==> src/rtl/pcf_pkg.sv <==
// Shared types and codes for the pixel color filter.
`timescale 1ns / 1ps

package pcf_pkg;

    // One pixel word on the input side.
    typedef struct packed {
        logic [7:0] alpha_in;
        logic [7:0] red_in;
        logic [7:0] green_in;
        logic [7:0] blue_in;
    } pixel_in_t;

    // One pixel word on the output side.
    typedef struct packed {
        logic [7:0] alpha_out;
        logic [7:0] red_out;
        logic [7:0] green_out;
        logic [7:0] blue_out;
    } pixel_out_t;

    // Filter modes; code 7 is unused and passes the pixel through.
    typedef enum logic [2:0] {
        MODE_INVERT     = 3'd0,
        MODE_GREY       = 3'd1,
        MODE_SEPIA      = 3'd2,
        MODE_POSTERIZE  = 3'd3,
        MODE_THRESHOLD  = 3'd4,
        MODE_BRIGHTNESS = 3'd5,
        MODE_CONTRAST   = 3'd6
    } filter_mode_t;

    // Register index, taken from paddr[2].
    typedef enum logic {
        REG_FILTER_MODE   = 1'b0,
        REG_ADJUST_AMOUNT = 1'b1
    } reg_index_t;

endpackage

==> src/rtl/pixel_color_filter_unit.sv <==
// Pixel color filter: point adjustment of one ARGB8888 pixel word per clock
// while the output is not stalled. A word passes the input reg, then the result reg.
// Throughput: one pixel word per clock unless a held result stalls the input;
// the mode mux between the two registers is one pass of multiplies and clamps.
// Reset: both stages empty, filter_mode 0 (invert), adjust_amount 0.
`timescale 1ns / 1ps

module pixel_color_filter_unit (
    input  logic              clk,
    input  logic              rst_n,

    // pixel input channel
    input  logic              in_valid,
    output logic              in_stall,
    input  pcf_pkg::pixel_in_t  in_data,

    // pixel output channel
    output logic              out_valid,
    input  logic              out_stall,
    output pcf_pkg::pixel_out_t out_data,

    // APB-style register port
    input  logic              psel,
    input  logic              penable,
    input  logic              pwrite,
    input  logic [2:0]        paddr,
    input  logic [31:0]       pwdata,
    output logic [31:0]       prdata,
    output logic              pready
);

    // Luma weights (x10000) and rounding/threshold points.
    localparam logic [21:0] LUMA_R      = 22'd2126;
    localparam logic [21:0] LUMA_G      = 22'd7152;
    localparam logic [21:0] LUMA_B      = 22'd722;
    localparam logic [21:0] LUMA_ROUND  = 22'd5000;
    localparam logic [21:0] LUMA_THRESH = 22'd1280000;   // 128 * 10000

    // floor(x / 10000) == (x * 1717987) >> 34 for x below 2^22
    localparam logic [42:0] RECIP_10000 = 43'd1717987;
    // floor(x / 1000)  == (x * 268436) >> 28 for x below 490000
    localparam logic [37:0] RECIP_1000  = 38'd268436;

    // ------------------------------------------------------------------
    // Configuration registers
    // ------------------------------------------------------------------
    logic [2:0]        mode_reg,   mode_next;
    logic signed [8:0] amount_reg, amount_next;
    logic              cfg_write;

    assign pready    = 1'b1;
    assign cfg_write = psel && penable && pwrite;

    always_comb
    begin
        mode_next   = mode_reg;
        amount_next = amount_reg;
        if (cfg_write)
        begin
            unique case (pcf_pkg::reg_index_t'(paddr[2]))
                pcf_pkg::REG_FILTER_MODE:   mode_next   = pwdata[2:0];
                pcf_pkg::REG_ADJUST_AMOUNT: amount_next = $signed(pwdata[8:0]);
            endcase
        end
    end

    always_comb
    begin
        unique case (pcf_pkg::reg_index_t'(paddr[2]))
            pcf_pkg::REG_FILTER_MODE:   prdata = {29'd0, mode_reg};
            pcf_pkg::REG_ADJUST_AMOUNT: prdata = {{23{amount_reg[8]}}, amount_reg};
        endcase
    end

    always_ff @(posedge clk or negedge rst_n)
    begin
        if (!rst_n)
        begin
            mode_reg   <= pcf_pkg::MODE_INVERT;
            amount_reg <= 9'sd0;
        end
        else
        begin
            mode_reg   <= mode_next;
            amount_reg <= amount_next;
        end
    end

    // ------------------------------------------------------------------
    // Two-stage pipeline handshake: input reg -> result reg.
    // Stage 1 moves on when the result reg is empty or being taken.
    // ------------------------------------------------------------------
    logic                 s1_valid_reg, s1_valid_next;
    pcf_pkg::pixel_in_t   s1_data_reg;
    logic                 out_valid_reg, out_valid_next;
    pcf_pkg::pixel_out_t  out_data_reg, out_data_next;
    logic                 out_take;
    logic                 s1_adv;
    logic                 in_acc;

    assign out_take = !out_valid_reg || !out_stall;
    assign s1_adv   = s1_valid_reg && out_take;
    assign in_stall = s1_valid_reg && !out_take;
    assign in_acc   = in_valid && !in_stall;

    assign s1_valid_next  = in_acc || (s1_valid_reg && !s1_adv);
    assign out_valid_next = s1_adv || (out_valid_reg && out_stall);

    assign out_valid = out_valid_reg;
    assign out_data  = out_data_reg;

    always_ff @(posedge clk or negedge rst_n)
    begin
        if (!rst_n)
        begin
            s1_valid_reg  <= 1'b0;
            out_valid_reg <= 1'b0;
        end
        else
        begin
            s1_valid_reg  <= s1_valid_next;
            out_valid_reg <= out_valid_next;
        end
    end

    always_ff @(posedge clk)
    begin
        if (in_acc)
        begin
            s1_data_reg <= in_data;
        end
        if (s1_adv)
        begin
            out_data_reg <= out_data_next;
        end
    end

    // ------------------------------------------------------------------
    // Per-channel helpers
    // ------------------------------------------------------------------

    // Clamp a signed value to 0..255.
    function automatic logic [7:0] clamp8(input logic signed [17:0] v);
        logic [7:0] res;
        if (v < 18'sd0)
            res = 8'd0;
        else if (v > 18'sd255)
            res = 8'd255;
        else
            res = v[7:0];
        return res;
    endfunction

    // One sepia row: weighted sum / 1000, saturated at 255.
    function automatic logic [7:0] sepia_ch(
        input logic [7:0]  r,
        input logic [7:0]  g,
        input logic [7:0]  b,
        input logic [18:0] wr,
        input logic [18:0] wg,
        input logic [18:0] wb
    );
        logic [18:0] sum;
        logic [37:0] prod;
        logic [9:0]  quo;
        sum  = {11'd0, r} * wr + {11'd0, g} * wg + {11'd0, b} * wb;
        prod = {19'd0, sum} * RECIP_1000;
        quo  = prod[37:28];
        return (quo > 10'd255) ? 8'd255 : quo[7:0];
    endfunction

    // Brightness: channel plus signed offset, clamped.
    function automatic logic [7:0] bright_ch(
        input logic [7:0]        c,
        input logic signed [8:0] amt
    );
        logic signed [17:0] v;
        v = $signed({10'd0, c}) + 18'(amt);
        return clamp8(v);
    endfunction

    // Contrast: 128 + floor((c - 128) * fp / 128), clamped.
    function automatic logic [7:0] contrast_ch(
        input logic [7:0]        c,
        input logic signed [9:0] fp
    );
        logic signed [17:0] d;
        logic signed [17:0] p;
        logic signed [17:0] s;
        d = $signed({10'd0, c}) - 18'sd128;
        p = d * 18'(fp);
        s = (p >>> 7) + 18'sd128;
        return clamp8(s);
    endfunction

    // ------------------------------------------------------------------
    // Filter datapath on the input register
    // ------------------------------------------------------------------
    logic [7:0]        px_a, px_r, px_g, px_b;
    logic [21:0]       luma_sum;
    logic [21:0]       luma_rnd;
    logic [42:0]       grey_prod;
    logic [7:0]        grey_val;
    logic [7:0]        thresh_val;
    logic signed [9:0] contrast_fp;
    logic [7:0]        nr, ng, nb;

    assign px_a = s1_data_reg.alpha_in;
    assign px_r = s1_data_reg.red_in;
    assign px_g = s1_data_reg.green_in;
    assign px_b = s1_data_reg.blue_in;

    assign luma_sum   = {14'd0, px_r} * LUMA_R + {14'd0, px_g} * LUMA_G
                      + {14'd0, px_b} * LUMA_B;
    assign luma_rnd   = luma_sum + LUMA_ROUND;
    assign grey_prod  = {21'd0, luma_rnd} * RECIP_10000;
    assign grey_val   = grey_prod[41:34];
    // unrounded luma >= 128 is the same as the weighted sum >= 1280000
    assign thresh_val = (luma_sum >= LUMA_THRESH) ? 8'd255 : 8'd0;

    assign contrast_fp = 10'sd128 + 10'(amount_reg);

    always_comb
    begin
        nr = px_r;
        ng = px_g;
        nb = px_b;
        case (mode_reg)
            pcf_pkg::MODE_INVERT:
            begin
                nr = ~px_r;
                ng = ~px_g;
                nb = ~px_b;
            end
            pcf_pkg::MODE_GREY:
            begin
                nr = grey_val;
                ng = grey_val;
                nb = grey_val;
            end
            pcf_pkg::MODE_SEPIA:
            begin
                nr = sepia_ch(px_r, px_g, px_b, 19'd393, 19'd769, 19'd189);
                ng = sepia_ch(px_r, px_g, px_b, 19'd349, 19'd686, 19'd168);
                nb = sepia_ch(px_r, px_g, px_b, 19'd272, 19'd534, 19'd131);
            end
            pcf_pkg::MODE_POSTERIZE:
            begin
                // (c / 64) * 85: top two bits repeated fill 0, 85, 170, 255
                nr = {4{px_r[7:6]}};
                ng = {4{px_g[7:6]}};
                nb = {4{px_b[7:6]}};
            end
            pcf_pkg::MODE_THRESHOLD:
            begin
                nr = thresh_val;
                ng = thresh_val;
                nb = thresh_val;
            end
            pcf_pkg::MODE_BRIGHTNESS:
            begin
                // fully transparent pixels are left alone
                if (px_a != 8'd0)
                begin
                    nr = bright_ch(px_r, amount_reg);
                    ng = bright_ch(px_g, amount_reg);
                    nb = bright_ch(px_b, amount_reg);
                end
            end
            pcf_pkg::MODE_CONTRAST:
            begin
                nr = contrast_ch(px_r, contrast_fp);
                ng = contrast_ch(px_g, contrast_fp);
                nb = contrast_ch(px_b, contrast_fp);
            end
            default:
            begin
                // unused mode code: pass through
                nr = px_r;
                ng = px_g;
                nb = px_b;
            end
        endcase
    end

    assign out_data_next.alpha_out = px_a;
    assign out_data_next.red_out   = nr;
    assign out_data_next.green_out = ng;
    assign out_data_next.blue_out  = nb;

`ifndef SYNTHESIS
    // input side only backs up when stage 1 holds a word
    a_stall_needs_word: assert property (@(posedge clk) disable iff (!rst_n)
        in_stall |-> s1_valid_reg)
        else $error("in_stall with empty input stage");

    // a stage-1 word moving on lands in the result register
    a_advance_lands: assert property (@(posedge clk) disable iff (!rst_n)
        s1_adv |=> out_valid_reg)
        else $error("advanced word lost");

    // alpha always rides through unchanged
    a_alpha_through: assert property (@(posedge clk) disable iff (!rst_n)
        s1_adv |=> (out_data_reg.alpha_out == $past(s1_data_reg.alpha_in)))
        else $error("alpha altered");

    // a stalled result is never dropped
    a_result_kept: assert property (@(posedge clk) disable iff (!rst_n)
        (out_valid_reg && out_stall) |=> out_valid_reg)
        else $error("stalled result dropped");
`endif

endmodule

==> config.mk <==
export PLATFORM = sky130hd
export DESIGN_NAME = pixel_color_filter_unit
export DESIGN_NICKNAME = d
export VERILOG_FILES = /design/src/rtl/pcf_pkg.sv /design/src/rtl/pixel_color_filter_unit.sv
export SDC_FILE = /design/constraint.sdc
export NUM_CORES = 2
export LEC_CHECK = 0
export BUFFER_PORTS_ARGS = -buffer_cell sky130_fd_sc_hd__buf_2
export CORE_UTILIZATION = 42
export DETAILED_ROUTE_END_ITERATION = 10
export GPL_TIMING_DRIVEN = 0
export PLACE_DENSITY = 0.57
export SYNTH_ARGS = -nofsm -noshare
export SYNTH_HDL_FRONTEND = slang
export SYNTH_SLANG_ARGS = --single-unit
==> constraint.sdc <==
create_clock -name clk -period 14 [get_ports clk]
set_input_delay 1.4 -clock clk [delete_from_list [all_inputs] [get_ports clk]]
set_output_delay 1.4 -clock clk [all_outputs]
set_load 0.1 [all_outputs]
==> metrics.txt <==
status=finished clean; Worst path max stage delay=0.62 ns; gpl congestion=0.9535; DRT iter0 DRCs=2073; Synth Area in Simple Gates=8.419%; syn avg cell area=9.400 um^2; most common cell in the netlist=inv_1; # setup viols final=0; overall die width=343.2 um; core area=114800 um^2; Hold Crit Start=px_a[0]$_DFFE_PP_; Layout area overhead=8.153%; initial antenna violation count=3; Syn Std Cell Area=48880 um^2; setup TNS=0 ns; #FFs+latches synth=78; DPL Wire Length=115.8 mm; syn_nets=7234; final hold viol count=0; cell area after layout=52870 um^2; worst reg2reg endpoint=out_data[7]$_DFFE_PP_; Netlist cell types=90; first drt pass iteration count=5; layout cell share with drive strength beyond 1=6.699%; met1 Usage GRT=33.86%; grt met3 use=2.948%; maxcap violations=0; clk_skew=0.01783 ns; top cells by area, synth=fa_1 (31%), ha_1 (31%), inv_1 (10%); post-synthesis sequential area ratio=4.648%; fraction of the cycle the final worst path needs=96.78%; DR vias=36313; Setup crit end kind=flip-flop; pre-CTS setup slack=-2.073 ns; Synth Flop Type=edfxtp_1; most frequent cells after synthesis=inv_1 (1300), ha_1 (1194), fa_1 (766), nand2_1 (226), a21oi_1 (188); Tmin final=13.55 ns; fillers=11207; Longest Clk Path Bufs=2; largest family of logic cells by synthesized area=adder cells; chip height=343.2 um; most crowded layer after global routing=met2; critical path's top delay family=adder cells; Row Count=124; H-Tree Depth=3; setup ws final=0.4506 ns; placed inst area=51500 um^2; met2 Use GR=38.88%; IO Port Bufs=114; All-Layer GR Usage=24.21%; arrival time at the worst endpoint=13.61 ns; Post-synth EDFFs=64; clk slew on worst S/H paths=0.07 ns; vias per cell=5.248; vias in the first global route=37522; Synth top area share=31.37%; clock latency on the worst-skew pair=0.38 ns; Worst Path Buf+Inv=11; num ports=141; Initial Util=42.58%; Endpoint, Worst Hold=out_data[24]$_DFFE_PP_; Synth Area in Compound Gates=9.353%; mux contribution to synthesized area=0.4249%; ys async rst share=17.95%; CTS tree=yes; FF-to-FF Start=px_g[4]$_DFFE_PP_; FF-to-FF path depth=45; CP Class=reg2reg; max reg flops=32; max-slew violation count=0; first-pass GRT wire length=217.4 mm; worst hold-check path type=reg2reg; Synth Area in XOR/XNOR=4.300%; Post-DRT Antenna Nets=0; drt wl/cell=20.01 um; Critical Path Fanout Max=10; CTS buffer count=9; Slew @ Worst Pin=1.181 ns; Synth Area in Adders=61.93%; Worst path slowest cell=fa_2; Ys Warns=0; RSZ-0062 raised after global routing=no; global route overflow=0; # DRC=0; reg2reg setup slack=0.45 ns; Mapped Cells=5200; hold_buf cts=0; CP startpoint kind=flip-flop; maximum number of pins on one net before global-route repair=33; CTS sink cnt=78; Nets=7433; clk root buf=clkbuf_16; worst hold path depth=0; Die ar.=117800 um^2; fmax=73.80 MHz; CP required=14.07 ns; worst relative slew slack=20.68%; Synth area leader=fa_1; final WL=138.4 mm
==> per-stage QoR <==
step           instances  utilization [%]  hold WS (ns)
2_1_floorplan       5200                -        0.4268
3_3_place_gp        6826            44.72        0.4376
3_5_place_dp        6832            44.85        0.4443
4_1_cts             6906            45.69        0.4612
5_1_grt             6916            46.04        0.4797
6_report            6920            46.05        0.4605
==> routing by layer <==
layer / vias to the layer above / part of all wire, %
li1: 17277 / -
met2: 871 / 45
met5: - / 0
met1: 17993 / 46
met3: 172 / 5.5
met4: 0 / 3.9
==> worst register-to-register path: cells and delay by family, from the launching register on <==
family,cells,cell delay (ns)
DFF,1,0.42
buffers and inverters,11,1.02
AOI/OAI and AO/OA,11,2.49
adders and majority gates,15,7.08
and+or+nand+nor,4,0.97
xor gates and xnor gates,4,1.27
==> area by class of cell <==
type                    count  area (um^2)  area share, %
plain buffers              92        459.2         0.8686
clock buffers               9        225.2         0.4260
clock inverters             7        86.33         0.1633
diodes                      4        10.01        0.01893
multi-input cells        3727        41680          78.85
flip-flops and latches     78         2272          4.298
well taps                1512         1892          3.579
repair buffers            190         1344          2.542
inverters                1301         4895          9.259
==> cell usage in the layout (no fill, tap or decap), types with 65 or more instances in the layout <==
master   netlist  routed
nand2_1      226     226
buf_4         25      88
a21o_1        68      68
inv_1       1300    1297
and2_1        90      89
xor2_1        69      65
fa_1         766     765
o21ai_0      135     127
nor2_1       171     168
ha_1        1194    1192
a21oi_1      188     181
buf_2          3     117
xnor2_1      164     150
==> logic make-up (layout without fill, tap and decap cells) <==
| logic type | count (synthesis) | count (layout) |
|---|---|---|
| buffers and inverters | 1395 | 1599 |
| multiplexers | 19 | 19 |
| XOR/XNOR | 236 | 236 |
| AO/OA/AOI/OAI | 690 | 690 |
| other | 1 | 5 |
| AND/OR/NAND/NOR | 821 | 821 |
| adder cells (fa/ha/maj) | 1960 | 1960 |
| flip-flops | 78 | 78 |
==> worst max-delay path by stage <==
stage	slack [ns]	cells after the start	endpoint	startpoint
2_1_floorplan	1.46	47	out_data[9]$_DFFE_PP_	px_g[2]$_DFFE_PP_
3_3_place_gp	-2.24	49	out_data[7]$_DFFE_PP_	px_g[0]$_DFFE_PP_
3_5_place_dp	-2.07	50	out_data[7]$_DFFE_PP_	px_g[2]$_DFFE_PP_
4_1_cts	0.004	50	out_data[0]$_DFFE_PP_	px_g[2]$_DFFE_PP_
5_1_grt	0.009	41	out_data[3]$_DFFE_PP_	px_g[2]$_DFFE_PP_
6_report	0.45	45	out_data[7]$_DFFE_PP_	px_g[4]$_DFFE_PP_
==> repair_timing <==
| action | in CTS | in global routing |
|---|---|---|
| resized for setup | 30 | 65 |
| pin swaps | 2 | 10 |
| buffers inserted | 58 | 12 |
| setup endpoints to repair | 24 | 24 |
| hold endpoints to repair | 0 | 0 |
Power is not shown: default switching activity piles up to over one toggle a cycle in this logic, so the estimate is an artifact.
